$ cat config.mk
export PLATFORM = sky130hd
export DESIGN_NAME = chained_block_allocator_core
export DESIGN_NICKNAME = d
export VERILOG_FILES = /design/src/hdl/cba_pkg.sv /design/src/hdl/cba_ctrl.sv /design/src/hdl/cba_datapath.sv /design/src/hdl/chained_block_allocator_core.sv
export SDC_FILE = /design/constraint.sdc
export NUM_CORES = 2
export LEC_CHECK = 0
export BUFFER_PORTS_ARGS = -buffer_cell sky130_fd_sc_hd__buf_2
export CORE_MARGIN = 2
export CORE_UTILIZATION = 65
export DETAILED_ROUTE_END_ITERATION = 10
export HOLD_SLACK_MARGIN = 0.06
export PLACE_DENSITY_LB_ADDON = 0.12
export SLEW_MARGIN = 20
export SYNTH_ARGS = -nofsm -noshare
export SYNTH_HDL_FRONTEND = slang
export SYNTH_SLANG_ARGS = --single-unit
$ cat constraint.sdc
create_clock -name clock -period 23.2 [get_ports clock]
set_input_delay 5.8 -clock clock [delete_from_list [all_inputs] [get_ports clock]]
set_output_delay 5.8 -clock clock [all_outputs]
set_load 0.01 [all_outputs]
$ cat src/hdl/cba_pkg.sv
// Shared types and constants for the chained block allocator.
// Holds command, status and link codes and the controller/datapath interface structs.
// Depends on nothing.
package cba_pkg;

   localparam int WORD_ADDR_W = 16;
   localparam int COMMAND_W   = 3;
   localparam int STATUS_W    = 2;
   localparam int COUNT_W     = 9;
   localparam int KIND_W      = 2;

   typedef enum logic [COMMAND_W-1:0] {
      CMD_ALLOCATE = 3'd0,
      CMD_FREE     = 3'd1,
      CMD_READ     = 3'd2,
      CMD_WRITE    = 3'd3,
      CMD_LENGTH   = 3'd4
   } command_type;

   typedef enum logic [STATUS_W-1:0] {
      ST_OK      = 2'd0,
      ST_NO_FREE = 2'd1,
      ST_BROKEN  = 2'd2,
      ST_OUTSIDE = 2'd3
   } status_type;

   typedef enum logic [KIND_W-1:0] {
      LINK_FREE = 2'd0,
      LINK_END  = 2'd1,
      LINK_NEXT = 2'd2
   } link_kind_type;

   typedef enum logic [2:0] {
      RD_HOLD,
      RD_BLOCK,
      RD_FIRST,
      RD_NEXT,
      RD_LINK
   } rd_sel_type;

   typedef enum logic {
      WA_CURRENT,
      WA_BLOCK
   } wr_addr_sel_type;

   typedef enum logic {
      FOUND_SCAN,
      FOUND_LINK
   } found_sel_type;

   typedef enum logic [1:0] {
      RES_ZERO,
      RES_INCR,
      RES_START
   } res_sel_type;

   typedef struct packed {
      logic            capture;
      rd_sel_type      rd_sel;
      logic            wr_en;
      wr_addr_sel_type wr_addr_sel;
      link_kind_type   wr_kind;
      logic            found_en;
      found_sel_type   found_sel;
      logic            count_inc;
      logic            rsp_load;
      res_sel_type     res_sel;
      status_type      status;
   } ctrl_cmd_type;

   typedef struct packed {
      logic [COMMAND_W-1:0] command;
      logic                 in_store;
      logic                 last_word;
      logic                 scan_last;
      logic                 walk_full;
      link_kind_type        kind;
      logic                 out_free;
   } dp_status_type;

endpackage

$ cat src/hdl/cba_ctrl.sv
// Controller state machine of the chained block allocator.
// Sequences decode, link table search, chain walk and response; drives the datapath.
// Depends on cba_pkg.
module cba_ctrl (
   input  logic                  clock,
   input  logic                  reset,
   input  logic                  req_valid,
   output logic                  req_stall,
   input  cba_pkg::dp_status_type status,
   output cba_pkg::ctrl_cmd_type  cmd
);

   typedef enum logic [3:0] {
      S_CLEAR,
      S_IDLE,
      S_DEC0,
      S_DEC1,
      S_DEC2,
      S_DISPATCH,
      S_SEARCH,
      S_LINK,
      S_WALK,
      S_APPEND,
      S_FINISH
   } state_type;

   state_type             state_ff, state_in;
   cba_pkg::status_type   status_ff, status_in;
   cba_pkg::res_sel_type  res_sel_ff, res_sel_in;

   assign req_stall = (state_ff != S_IDLE);

   always_comb begin
      state_in   = state_ff;
      status_in  = status_ff;
      res_sel_in = res_sel_ff;
      cmd         = '0;
      cmd.rd_sel  = cba_pkg::RD_HOLD;
      cmd.status  = status_ff;
      cmd.res_sel = res_sel_ff;
      case (state_ff)
         S_CLEAR: begin
            cmd.wr_en       = 1'b1;
            cmd.wr_addr_sel = cba_pkg::WA_CURRENT;
            cmd.wr_kind     = cba_pkg::LINK_FREE;
            cmd.rd_sel      = cba_pkg::RD_NEXT;
            if (status.scan_last) begin
               state_in = S_IDLE;
            end
         end
         S_IDLE: begin
            if (req_valid) begin
               cmd.capture = 1'b1;
               state_in    = S_DEC0;
            end
         end
         S_DEC0: begin
            state_in = S_DEC1;
         end
         S_DEC1: begin
            state_in = S_DEC2;
         end
         S_DEC2: begin
            state_in = S_DISPATCH;
         end
         S_DISPATCH: begin
            status_in  = cba_pkg::ST_OK;
            res_sel_in = cba_pkg::RES_ZERO;
            case (status.command)
               cba_pkg::CMD_ALLOCATE: begin
                  cmd.rd_sel = cba_pkg::RD_FIRST;
                  state_in   = S_SEARCH;
               end
               cba_pkg::CMD_FREE, cba_pkg::CMD_LENGTH: begin
                  if (!status.in_store) begin
                     status_in = cba_pkg::ST_OUTSIDE;
                     state_in  = S_FINISH;
                  end else begin
                     cmd.rd_sel = cba_pkg::RD_BLOCK;
                     state_in   = S_WALK;
                  end
               end
               cba_pkg::CMD_READ, cba_pkg::CMD_WRITE: begin
                  if (!status.in_store) begin
                     status_in = cba_pkg::ST_OUTSIDE;
                     state_in  = S_FINISH;
                  end else if (!status.last_word) begin
                     res_sel_in = cba_pkg::RES_INCR;
                     state_in   = S_FINISH;
                  end else begin
                     cmd.rd_sel = cba_pkg::RD_BLOCK;
                     state_in   = S_LINK;
                  end
               end
               default: begin
                  state_in = S_FINISH;
               end
            endcase
         end
         S_SEARCH: begin
            if (status.kind == cba_pkg::LINK_FREE) begin
               cmd.wr_en       = 1'b1;
               cmd.wr_addr_sel = cba_pkg::WA_CURRENT;
               cmd.wr_kind     = cba_pkg::LINK_END;
               cmd.found_en    = 1'b1;
               cmd.found_sel   = cba_pkg::FOUND_SCAN;
               status_in       = cba_pkg::ST_OK;
               res_sel_in      = cba_pkg::RES_START;
               if (status.command == cba_pkg::CMD_WRITE) begin
                  state_in = S_APPEND;
               end else begin
                  state_in = S_FINISH;
               end
            end else if (status.scan_last) begin
               status_in  = cba_pkg::ST_NO_FREE;
               res_sel_in = cba_pkg::RES_ZERO;
               state_in   = S_FINISH;
            end else begin
               cmd.rd_sel = cba_pkg::RD_NEXT;
            end
         end
         S_APPEND: begin
            cmd.wr_en       = 1'b1;
            cmd.wr_addr_sel = cba_pkg::WA_BLOCK;
            cmd.wr_kind     = cba_pkg::LINK_NEXT;
            state_in        = S_FINISH;
         end
         S_LINK: begin
            case (status.kind)
               cba_pkg::LINK_END: begin
                  if (status.command == cba_pkg::CMD_WRITE) begin
                     cmd.rd_sel = cba_pkg::RD_FIRST;
                     state_in   = S_SEARCH;
                  end else begin
                     status_in = cba_pkg::ST_BROKEN;
                     state_in  = S_FINISH;
                  end
               end
               cba_pkg::LINK_NEXT: begin
                  cmd.found_en  = 1'b1;
                  cmd.found_sel = cba_pkg::FOUND_LINK;
                  res_sel_in    = cba_pkg::RES_START;
                  state_in      = S_FINISH;
               end
               default: begin
                  status_in = cba_pkg::ST_BROKEN;
                  state_in  = S_FINISH;
               end
            endcase
         end
         S_WALK: begin
            case (status.kind)
               cba_pkg::LINK_END, cba_pkg::LINK_NEXT: begin
                  cmd.count_inc = 1'b1;
                  if (status.command == cba_pkg::CMD_FREE) begin
                     cmd.wr_en       = 1'b1;
                     cmd.wr_addr_sel = cba_pkg::WA_CURRENT;
                     cmd.wr_kind     = cba_pkg::LINK_FREE;
                  end
                  if (status.kind == cba_pkg::LINK_END) begin
                     state_in = S_FINISH;
                  end else if (status.walk_full) begin
                     status_in = cba_pkg::ST_BROKEN;
                     state_in  = S_FINISH;
                  end else begin
                     cmd.rd_sel = cba_pkg::RD_LINK;
                  end
               end
               default: begin
                  status_in = cba_pkg::ST_BROKEN;
                  state_in  = S_FINISH;
               end
            endcase
         end
         S_FINISH: begin
            if (status.out_free) begin
               cmd.rsp_load = 1'b1;
               state_in     = S_IDLE;
            end
         end
         default: begin
            state_in = S_IDLE;
         end
      endcase
   end

   always_ff @(posedge clock) begin
      if (reset) begin
         state_ff   <= S_CLEAR;
         status_ff  <= cba_pkg::ST_OK;
         res_sel_ff <= cba_pkg::RES_ZERO;
      end else begin
         state_ff   <= state_in;
         status_ff  <= status_in;
         res_sel_ff <= res_sel_in;
      end
   end

endmodule

$ cat src/hdl/cba_datapath.sv
// Datapath of the chained block allocator: request registers, address decode,
// link table memory with write forwarding, walk counter and response register.
// Depends on cba_pkg.
module cba_datapath #(
   parameter int NUM_BLOCKS  = 256,
   parameter int BLOCK_WORDS = 128,
   parameter int BASE_WORDS  = 1024
) (
   input  logic                                clock,
   input  logic                                reset,
   input  logic [cba_pkg::COMMAND_W-1:0]       req_command,
   input  logic [cba_pkg::WORD_ADDR_W-1:0]     req_word_address,
   input  cba_pkg::ctrl_cmd_type               cmd,
   output cba_pkg::dp_status_type              status,
   input  logic                                rsp_stall,
   output logic                                rsp_valid,
   output logic [cba_pkg::WORD_ADDR_W-1:0]     rsp_result_address,
   output logic [cba_pkg::STATUS_W-1:0]        rsp_status,
   output logic [cba_pkg::COUNT_W-1:0]         rsp_block_count
);

   localparam int AW        = cba_pkg::WORD_ADDR_W;
   localparam int IDX_W     = $clog2(NUM_BLOCKS);
   localparam int CNT_W     = $clog2(NUM_BLOCKS + 1);
   localparam int ENTRY_W   = cba_pkg::KIND_W + IDX_W;
   localparam int STORE_END = BASE_WORDS + NUM_BLOCKS * BLOCK_WORDS;
   // Block number by reciprocal multiplication; exact for every 16-bit offset.
   localparam int DIV_SHIFT = AW + $clog2(BLOCK_WORDS);
   localparam int RECIP     = (2 ** DIV_SHIFT + BLOCK_WORDS - 1) / BLOCK_WORDS;
   localparam int RECIP_W   = AW + 2;
   localparam int PROD_W    = AW + RECIP_W;

   logic [cba_pkg::COMMAND_W-1:0] cmd_ff;
   logic [AW-1:0]                 addr_ff;
   logic [AW-1:0]                 rel_ff, rel_in;
   logic                          in_store_ff, in_store_in;
   logic [PROD_W-1:0]             prod_ff, prod_in;
   logic [IDX_W-1:0]              blk_ff, blk_in;
   logic [AW-1:0]                 base_ff, base_in;
   logic [IDX_W-1:0]              rd_addr_ff, rd_addr_in;
   logic [ENTRY_W-1:0]            rd_data_ff;
   logic                          wr_en_ff;
   logic [IDX_W-1:0]              wr_addr_ff, wr_addr_in;
   logic [ENTRY_W-1:0]            wr_data_ff, wr_data_in;
   logic [IDX_W-1:0]              found_ff;
   logic [CNT_W-1:0]              count_ff;
   logic                          rsp_valid_ff;
   logic [AW-1:0]                 rsp_address_ff, rsp_address_in;
   cba_pkg::status_type           rsp_status_ff;
   logic [cba_pkg::COUNT_W-1:0]   rsp_count_ff;

   logic [31:0]        addr_ext;
   logic [ENTRY_W-1:0] cur_entry;
   logic [IDX_W-1:0]   link_idx;
   logic [AW-1:0]      start_addr;

   logic [ENTRY_W-1:0] link_mem [NUM_BLOCKS];

   assign addr_ext    = 32'(req_word_address);
   assign in_store_in = (addr_ext >= 32'(BASE_WORDS)) && (addr_ext < 32'(STORE_END));
   assign rel_in      = req_word_address - AW'(BASE_WORDS);
   assign prod_in     = PROD_W'(rel_ff) * PROD_W'(RECIP);
   assign blk_in      = IDX_W'(prod_ff >> DIV_SHIFT);
   assign base_in     = AW'(32'(blk_ff) * 32'(BLOCK_WORDS));

   // A write at the last edge is not yet visible in the registered read data.
   assign cur_entry = (wr_en_ff && (wr_addr_ff == rd_addr_ff)) ? wr_data_ff : rd_data_ff;
   assign link_idx  = cur_entry[IDX_W-1:0];

   always_comb begin
      case (cmd.rd_sel)
         cba_pkg::RD_BLOCK: rd_addr_in = blk_ff;
         cba_pkg::RD_FIRST: rd_addr_in = '0;
         cba_pkg::RD_NEXT:  rd_addr_in = rd_addr_ff + IDX_W'(1);
         cba_pkg::RD_LINK:  rd_addr_in = link_idx;
         default:           rd_addr_in = rd_addr_ff;
      endcase
   end

   assign wr_addr_in = (cmd.wr_addr_sel == cba_pkg::WA_BLOCK) ? blk_ff : rd_addr_ff;
   assign wr_data_in = {cmd.wr_kind, found_ff};

   assign start_addr = AW'(32'(BASE_WORDS) + 32'(found_ff) * 32'(BLOCK_WORDS));

   always_comb begin
      case (cmd.res_sel)
         cba_pkg::RES_INCR:  rsp_address_in = addr_ff + AW'(1);
         cba_pkg::RES_START: rsp_address_in = start_addr;
         default:            rsp_address_in = '0;
      endcase
   end

   always_ff @(posedge clock) begin
      if (wr_en_ff) begin
         link_mem[wr_addr_ff] <= wr_data_ff;
      end
      rd_data_ff <= link_mem[rd_addr_in];
   end

   always_ff @(posedge clock) begin
      if (reset) begin
         rd_addr_ff   <= '0;
         wr_en_ff     <= 1'b0;
         rsp_valid_ff <= 1'b0;
      end else begin
         rd_addr_ff <= rd_addr_in;
         wr_en_ff   <= cmd.wr_en;
         if (cmd.rsp_load) begin
            rsp_valid_ff <= 1'b1;
         end else if (!rsp_stall) begin
            rsp_valid_ff <= 1'b0;
         end
      end
   end

   always_ff @(posedge clock) begin
      prod_ff    <= prod_in;
      blk_ff     <= blk_in;
      base_ff    <= base_in;
      wr_addr_ff <= wr_addr_in;
      wr_data_ff <= wr_data_in;
      if (cmd.capture) begin
         cmd_ff      <= req_command;
         addr_ff     <= req_word_address;
         rel_ff      <= rel_in;
         in_store_ff <= in_store_in;
         count_ff    <= '0;
      end else if (cmd.count_inc) begin
         count_ff <= count_ff + CNT_W'(1);
      end
      if (cmd.found_en) begin
         found_ff <= (cmd.found_sel == cba_pkg::FOUND_LINK) ? link_idx : rd_addr_ff;
      end
      if (cmd.rsp_load) begin
         rsp_address_ff <= rsp_address_in;
         rsp_status_ff  <= cmd.status;
         rsp_count_ff   <= cba_pkg::COUNT_W'(count_ff);
      end
   end

   assign status.command   = cmd_ff;
   assign status.in_store  = in_store_ff;
   assign status.last_word = ((rel_ff - base_ff) == AW'(BLOCK_WORDS - 1));
   assign status.scan_last = (rd_addr_ff == IDX_W'(NUM_BLOCKS - 1));
   assign status.walk_full = (count_ff == CNT_W'(NUM_BLOCKS - 1));
   assign status.kind      = cba_pkg::link_kind_type'(cur_entry[ENTRY_W-1 -: cba_pkg::KIND_W]);
   assign status.out_free  = !rsp_valid_ff || !rsp_stall;

   assign rsp_valid          = rsp_valid_ff;
   assign rsp_result_address = rsp_address_ff;
   assign rsp_status         = rsp_status_ff;
   assign rsp_block_count    = rsp_count_ff;

endmodule

$ cat src/hdl/chained_block_allocator_core.sv
// A step inside a block needs no link table access; a search or chain walk makes one
// link table access per cycle and visits at most NUM_BLOCKS entries, and a write at a
// block end whose chain ends there searches for and then appends a new block.
// A new request is accepted only once the previous response has been loaded.
// Reset (synchronous, active high) starts a clearing pass over all NUM_BLOCKS entries that
// marks every block free; req_stall stays high until it has finished.
module chained_block_allocator_core #(
   parameter int NUM_BLOCKS  = 256,
   parameter int BLOCK_WORDS = 128,
   parameter int BASE_WORDS  = 1024
) (
   input  logic                            clock,
   input  logic                            reset,
   input  logic                            req_valid,
   output logic                            req_stall,
   input  logic [cba_pkg::COMMAND_W-1:0]   req_command,
   input  logic [cba_pkg::WORD_ADDR_W-1:0] req_word_address,
   output logic                            rsp_valid,
   input  logic                            rsp_stall,
   output logic [cba_pkg::WORD_ADDR_W-1:0] rsp_result_address,
   output logic [cba_pkg::STATUS_W-1:0]    rsp_status,
   output logic [cba_pkg::COUNT_W-1:0]     rsp_block_count
);

   // The controller decides what happens each cycle; the datapath holds the
   // request, the link table memory and the response register. They talk
   // only through these two structs.
   cba_pkg::ctrl_cmd_type  ctrl_cmd;
   cba_pkg::dp_status_type dp_status;

   // Controller: clearing pass, decode wait, search for the lowest free block, chain walk
   // for free and length, link follow and append at a block end, and the response hand-off.
   cba_ctrl u_ctrl (
      .clock     (clock),
      .reset     (reset),
      .req_valid (req_valid),
      .req_stall (req_stall),
      .status    (dp_status),
      .cmd       (ctrl_cmd)
   );

   // Datapath: the request is captured on acceptance, its block number is
   // found by a reciprocal multiplication registered in prod_ff and then blk_ff, and
   // the link table is read at one address and written at one per cycle.
   // The response register lets a finished response wait while the next
   // request is accepted.
   cba_datapath #(
      .NUM_BLOCKS  (NUM_BLOCKS),
      .BLOCK_WORDS (BLOCK_WORDS),
      .BASE_WORDS  (BASE_WORDS)
   ) u_datapath (
      .clock              (clock),
      .reset              (reset),
      .req_command        (req_command),
      .req_word_address   (req_word_address),
      .cmd                (ctrl_cmd),
      .status             (dp_status),
      .rsp_stall          (rsp_stall),
      .rsp_valid          (rsp_valid),
      .rsp_result_address (rsp_result_address),
      .rsp_status         (rsp_status),
      .rsp_block_count    (rsp_block_count)
   );

`ifndef ASSERT_OFF
   // The clearing pass must hold requests off straight after reset.
   a_clear_stalls: assert property (@(posedge clock) disable iff (reset)
      $past(reset) |-> req_stall)
      else $error("request accepted before the link table was cleared");

   // A response is loaded only when the response register can take it.
   a_load_free: assert property (@(posedge clock) disable iff (reset)
      ctrl_cmd.rsp_load |-> (!rsp_valid || !rsp_stall))
      else $error("response overwritten while still waiting");

   // Every failing response carries a zero address.
   a_fail_zero: assert property (@(posedge clock) disable iff (reset)
      (rsp_valid && (rsp_status != cba_pkg::ST_OK)) |-> (rsp_result_address == '0))
      else $error("failing response with a non-zero address");

   // Blocks are only counted by a walk, which never reports no free block or outside.
   a_count_status: assert property (@(posedge clock) disable iff (reset)
      (rsp_valid && (rsp_block_count != '0)) |->
         ((rsp_status == cba_pkg::ST_OK) || (rsp_status == cba_pkg::ST_BROKEN)))
      else $error("block count with an unexpected status");
`endif

endmodule

# Word-level counts from Yosys, hierarchy flattened
# Memory sizes are Yosys's and may differ from the RTL's. A register that Yosys moved wholly into a read port is not among the register bits.
# Index checks and enable logic that the tools add are counted.
[classes] n_lt_le_gt_ge=2 n_addsub=6 eq_ne=38 shifts=0 n_mul=0 n_bitwise=0 reduce_logical=17 div_mod_pow=0 mux=65
[ops] op="two-way mux 4 bit" n=13
[ops] op="case mux 4 bit (11 select lines)" n=1
[ops] op="two-way mux 2 bit" n=18
[ops] op="case mux 16 bit (2 select lines)" n=1
[ops] op="case mux 8 bit (4 select lines)" n=1
[ops] op="adder 11 x 15 -> 16 bit (first input constant)" n=1
[ops] op="adder 16 x 1 -> 16 bit (second input constant)" n=1
[ops] op="equality test 16 x 7 -> 1 bit (second input constant)" n=1
[ops] op="equality test 4 x 3 -> 1 bit (second input constant)" n=4
[ops] op=">= comparator 16 x 11 -> 1 bit (second input constant)" n=1
[ops] op="less-than comparator 16 bit (second input constant)" n=1
[ops] op="two-way mux 8 bit" n=2
[ops] op="case mux 4 bit (4 select lines)" n=1
[ops] op="subtractor 16 x 11 -> 16 bit (second input constant)" n=1
[ops] op="subtractor 16 x 15 -> 16 bit" n=1
[ops] op="two-way mux 3 bit" n=5
[ops] op="case mux 3 bit (5 select lines)" n=1
[ops] op="two-way mux 1 bit" n=13
[ops] op="equality test 3 x 2 -> 1 bit (second input constant)" n=4
[ops] op="equality test 4 bit (second input constant)" n=3
[ops] op="case mux 4 bit (3 select lines)" n=1
[ops] op="two-way mux 10 bit" n=1
[ops] op="inequality test 2 bit (second input constant)" n=5
[ops] op="adder 9 x 1 -> 9 bit (second input constant)" n=1
[ops] op="34 further kinds" n=46
[word_totals] rom_bits=0 latch_bits=0 wordCells=149 mem_bits_rw=2560 in_bits=23 regBits=147 out_inout_bits=29 n_memories=1
[memory_table] memory="u_datapath.link_mem" words=256 word_bits=10 rd=1 rd_clocked_by_memory_dff=1 write_ports=1 line_no="cba_datapath.sv:57" text="logic [ENTRY_W-1:0] link_mem [NUM_BLOCKS];"

# Depth between registers and ports, before layout
[depth] ltp_word=9 mapped_depth=26 ltp_nobuf=18

# Modules after synthesis
# Synthesis repeated with hierarchy kept, for this count alone.
[unflattened] hier_cells=8396 hier_area_um2=109430.0
[modules_own_cells] mod="cba_datapath" area_per_inst_um2=108445.3 seq_area_each_um2=80126.8 cells_per_inst=8265 instances=1
[modules_own_cells] mod="cba_ctrl" area_per_inst_um2=984.7 seq_area_each_um2=160.2 cells_per_inst=131 instances=1

# Least setup slack after synthesis
# OpenSTA, ideal clock, no wires.
[synth_path] path_type="input -> register" start="input rsp_stall" end="register u_datapath.rsp_count_ff, in the netlist u_datapath.rsp_block_count[0], enable pin" slack_ns=15.613 setup_ns=0.420 cell_stages=1 n_path_buf=0 required_time_ns=22.780 t_arrival_ns=7.167 cell_sequence="a21oi_1"
[synth_via] elab_chain_cells=4
[synth_lines] item="start, declared" line_no="chained_block_allocator_core.sv:19" text="input logic rsp_stall,"
[synth_lines] item="logical NOT 1 bit"
[synth_lines] item="logical OR 1 bit" line_no="cba_datapath.sv:147" text="assign status.out_free = !rsp_valid_ff || !rsp_stall;"
[synth_lines] item="two-way mux 1 bit" line_no="cba_ctrl.sv:176" text="if (status.out_free) begin"
[synth_lines] item="two-way mux 1 bit" line_no="cba_ctrl.sv:41" text="case (state_ff)"
[synth_lines] item="end signal, assigned" line_no="cba_datapath.sv:137" text="rsp_count_ff <= cba_pkg::COUNT_W'(count_ff);"
[synth_lines] item="end, declared" line_no="cba_datapath.sv:50" text="logic [cba_pkg::COUNT_W-1:0] rsp_count_ff;"
# No other way between the ends.
# A chain may end at the register's enable or synchronous reset.

# Worst setup path after layout
[layout_path] start="register u_datapath.wr_en_ff" end="register u_datapath.rd_data_ff[6] (read register of u_datapath.link_mem)"
[layout_via] elab_chain_cells=8 word_cells_on_any_way=16 cone_classes="6 x eq/ne; 7 x mux; 3 x reduce/logical"
[layout_lines] item="start, declared" line_no="cba_datapath.sv:42" text="logic wr_en_ff;"
[layout_lines] item="start signal, assigned" line_no="cba_datapath.sv:107" text="wr_en_ff <= cmd.wr_en;"
[layout_lines] item="logical AND 1 bit (*)" line_no="cba_datapath.sv:67" text="assign cur_entry = (wr_en_ff && (wr_addr_ff == rd_addr_ff)) ? wr_data_ff : rd_data_ff;"
[layout_lines] item="two-way mux 10 bit (*)" line_no="cba_datapath.sv:67"
[layout_lines] item="equality test 2 x 1 -> 1 bit or equality test 2 bit (tied branches)" line_no="cba_ctrl.sv:129, cba_ctrl.sv:152, cba_ctrl.sv:160"
[layout_lines] item="two-way mux 3 bit or OR reduction 2 bit (tied branches)" line_no="cba_ctrl.sv:160, cba_ctrl.sv:152"
[layout_lines] item="two-way mux 7 bit" line_no="cba_ctrl.sv:152" text="case (status.kind)"
[layout_lines] item="case mux 3 bit (5 select lines)" line_no="cba_ctrl.sv:41"
[layout_lines] item="equality test 3 bit, or another cell as far along" line_no="cba_datapath.sv:71" text="case (cmd.rd_sel)"
[layout_lines] item="case mux 8 bit (4 select lines) (*)" line_no="cba_datapath.sv:71"
[layout_lines] item="end, declared" line_no="cba_datapath.sv:41" text="logic [ENTRY_W-1:0] rd_data_ff;"
# Every way passes the cells marked *; elsewhere a longest branch is shown, timed or not.

==> results.yml <==
worst_setup_path:
  path_buf_inv: 6
  path_max_fanout: 60
  r2r_start: "u_datapath.wr_en_ff"
  critPathLaunchType: "register"
  cpMostUsedCell: "buf_4"
  cpLargestDelayFamily: "buffers and inverters"
  crit_path_top_delay_cell: "o32ai_1"
  timing_worst_setup_path_type: "reg2reg"
  end_kind: "register"
  critPathLaunch: "u_datapath.wr_en_ff"
  crit_chain: "and2_1 > nand3_1 > mux2i_1 > inv_1 > ha_1 > nor3b_1 > and2_1 > nor4_4 > nand2_1 > o221ai_4 > buf_4 > o31ai_4 > buf_4 > buf_4 > buf_4 > buf_4 > nand2_1 > a32oi_1 > a32oi_1 > o32ai_1 > a22oi_1 > nand4b_1"
  critPathMaxStageDelay_ns: 1.11
  cp.required_ns: 24.08
  cp_data_arrival_time_ns: 10.37
die:
  num_rows: 150
  die_area_sq_um: 170000
  io_pins: 52
  die_w_um: 413
  die-height_um: 413
  coreArea_sq_um: 166000
  initial_core_util_pct: 65.2
synth:
  syn_nets: 7533
  synthCells: 7489
  yosysWarnings: 0
  ys_seq_elements: 2700
  synth_edf_count: 2621
  netlist_area_sq_um: 109000
  avgSynthCellArea_sq_um: 14.5
  synth_cell_types: 102
  async_flop_share_pct: 0
  synthFlopType: "edfxtp_1"
  ys_seq_area_share_pct: 73.9
timing:
  slew_violations: 0
  fin_crit_sh_pct: 40.9
  setup_violations: 0
  setup-tns-final_ns: 0
  tightest_slew_ns: 1.26
  grt_setup_unrepaired: "false"
  worst_slack_ns: 13.72
  max_clock_freq_ghz: 0.105
  hold_viol_final: 0
  fin_crit_ns: 9.48
  relSlewSlack_pct: 15.7
  clock_skew_ns: 0.0477
run:
  maxCapViolCount: 0
routing:
  routedWlPerCell_um: 32.5
  firstDrtPassIters: 8
  drtIter0Drc: 11700
  via_per_inst: 6.93
  ant_nets: 0
  vias: 68700
  drc: 0
  wl_um: 322000
cts:
  holdBufCountCts: 0
  htree_levels: 5
  cts_buffer_depth: 4
  cts_tree: "yes"
  cts_sinks: 2700
  worst_skew_pair.late_latency_ns: 0.95
  root_buffer: "clkbuf_16"
  cts_resized: 0
  clk_pin_slew_ns: 0.06
  cts_buffers: 286
  cts_setup_buffers: 0
place:
  place_ws_ns: 14.08
  hpwl_um: 193000
  io_buffers: 51
  place_congestion: 0.956
power:
  cellPowerDensity_nw_per_um2: 146
  p_leak_nw: 38.9
  ir_drop_mv: 0.194
finish:
  drive_above_1_share_pct: 11.4
  nFillCells: 10400
  syn_to_final_growth_pct: 10.2
  nets: 7549
grt:
  grt_pass1_wl_um: 456000
  first_global_vias: 64800
  grt_usage_pct: 37.6
  grt_max_degree: 201
  grt_overflow: 0
  antenna_found_initial: 10
worst_hold_path:
  hold_path_startpoint: "u_datapath.prod_ff[24]"
  hp-class: "reg2reg"
run_status:
  status: "complete, no violations"
flip-flops by register name, summed over array words and instances, names as in the netlist:
register and cells:
u_datapath.wr_data_ff 10, u_datapath.rsp_result_address 16, u_datapath.wr_addr_ff 8, u_datapath.prod_ff 8, u_datapath.rd_addr_ff 8, u_datapath.blk_ff 8, u_datapath.cmd_ff 3, u_datapath.base_ff 8
u_datapath.in_store_ff 1, u_datapath.link_mem 2560, u_ctrl.status_ff 2, u_datapath.rsp_block_count 9, u_datapath.rd_data_ff 10, u_datapath.wr_en_ff 1, u_datapath.found_ff 8, u_datapath.count_ff 9
u_datapath.addr_ff 6, u_ctrl.res_sel_ff 2, u_datapath.rel_ff 16, u_datapath.rsp_valid 1, u_datapath.rsp_status 2, u_ctrl.state_ff 4
report_power, final:
group          switching, mW  internal (mW)
logic                   5.53           2.23
clock network           1.81           2.49
registers             0.0891           5.36
per-stage QoR:
step	hold slack, ns	total power [mW]	cells	util (%)	area (sq um)
floorplan	0.310	10.6	7489	-	109000
global placement	0.312	12.9	9410	66.5	111000
detailed placement	0.317	13.0	9416	66.6	111000
CTS	0.331	17.3	9898	71.7	119000
global route	0.336	18.0	9903	71.9	120000
finish	0.327	17.5	9904	71.9	120000
cell usage after synthesis, types with 7 or more instances:
cell | count | area, sq um
a31oi_1 | 20 | 125
nor2_1 | 341 | 1280
nand4_1 | 50 | 313
o22ai_1 | 51 | 319
a32oi_1 | 193 | 1690
nor4_1 | 25 | 156
buf_2 | 209 | 1050
a311oi_1 | 22 | 193
mux2_2 | 48 | 541
a2111oi_0 | 8 | 70.1
buf_1 | 36 | 135
o31ai_1 | 16 | 120
a22oi_1 | 32 | 240
ha_1 | 20 | 250
mux2i_1 | 466 | 4660
buf_6 | 29 | 327
a32o_1 | 12 | 120
o21a_1 | 9 | 67.6
nand2_1 | 1444 | 5420
and3_1 | 57 | 357
nor2b_1 | 15 | 93.8
xor2_1 | 21 | 184
o211ai_1 | 8 | 60.1
nand3_1 | 642 | 3210
o221ai_1 | 35 | 307
a21oi_1 | 234 | 1170
mux4_2 | 38 | 856
clkbuf_1 | 157 | 589
dfxtp_1 | 79 | 1580
and2_1 | 7 | 43.8
o21ai_0 | 41 | 205
a221oi_1 | 59 | 517
inv_1 | 25 | 93.8
nor3_1 | 36 | 180
o311ai_0 | 59 | 517
o32ai_1 | 49 | 429
a211oi_1 | 37 | 278
edfxtp_1 | 2621 | 78700
buf_4 | 71 | 533
xnor2_1 | 18 | 158
nand2b_1 | 8 | 50.1
a221o_1 | 17 | 170
worst paths after layout:
check,to,slack [ns],depth (start not counted)
min reg2reg,u_datapath.blk_ff[1],0.33,0
min,u_datapath.blk_ff[1],0.33,0
max,u_datapath.rd_data_ff[6],13.72,22
max reg2reg,u_datapath.rd_data_ff[6],13.72,22
final cells by class:
type | count | area (sq um) | area share [%]
clock inverters | 120 | 986 | 0.824
multi-input cells | 4255 | 26100 | 21.8
diodes | 1 | 2.50 | 0.00209
well taps | 2204 | 2760 | 2.30
flip-flops and latches | 2700 | 80300 | 67.1
clock buffers | 362 | 7600 | 6.35
inverters | 25 | 93.8 | 0.0784
repair buffers | 237 | 1830 | 1.53
worst reg2reg max path, stage by stage, from the launching register on:
cell and delay [ns]:
dfxtp_1 0.81, and2_1 0.27, nand3_1 0.57, mux2i_1 0.50, inv_1 0.08, ha_1 0.23, nor3b_1 0.59, and2_1 0.42
nor4_4 0.13, nand2_1 0.17, o221ai_4 0.12, buf_4 0.28, o31ai_4 0.29, buf_4 0.61, buf_4 0.80, buf_4 0.60
buf_4 0.71, nand2_1 0.20, a32oi_1 0.25, a32oi_1 0.14, o32ai_1 1.11, a22oi_1 0.36, nand4b_1 0.21
cell usage in the layout, fill, tap and decap left out, types with 59 or more instances in the layout:
cell       count
a32oi_1      193
nor2_2       100
mux2i_1      462
dfxtp_1       69
a221oi_1      59
buf_4        169
nor2_1       241
clkbuf_16    292
edfxtp_1    2621
nand3_1      635
o311ai_0      59
a21oi_1      231
nand2_1     1443
clkbuf_1      67
logic make-up (layout without fill, tap and decap cells):
group                      Yosys count  in the layout  synth area share [%]
AOI/OAI and AO/OA                  965            965                  6.68
adders and majority gates           21             21                 0.249
buffers and inverters              534            744                  2.60
other                                0              1                     0
and+or+nand+nor                   2677           2677                  10.6
xor gates and xnor gates            39             39                 0.315
DFF                               2700           2700                  73.9
muxes                              553            553                  5.59
metal layers:
metal / vias up / GRT usage (%) / wire length [um]
li1: 28700 / - / -
met1: 34000 / 51.6 / 116000
met2: 5041 / 54.7 / 142000
met3: 890 / 9.97 / 42700
met4: 16 / 22.0 / 20900
met5: - / 0 / 106
Power figures use the tool's default switching activity.
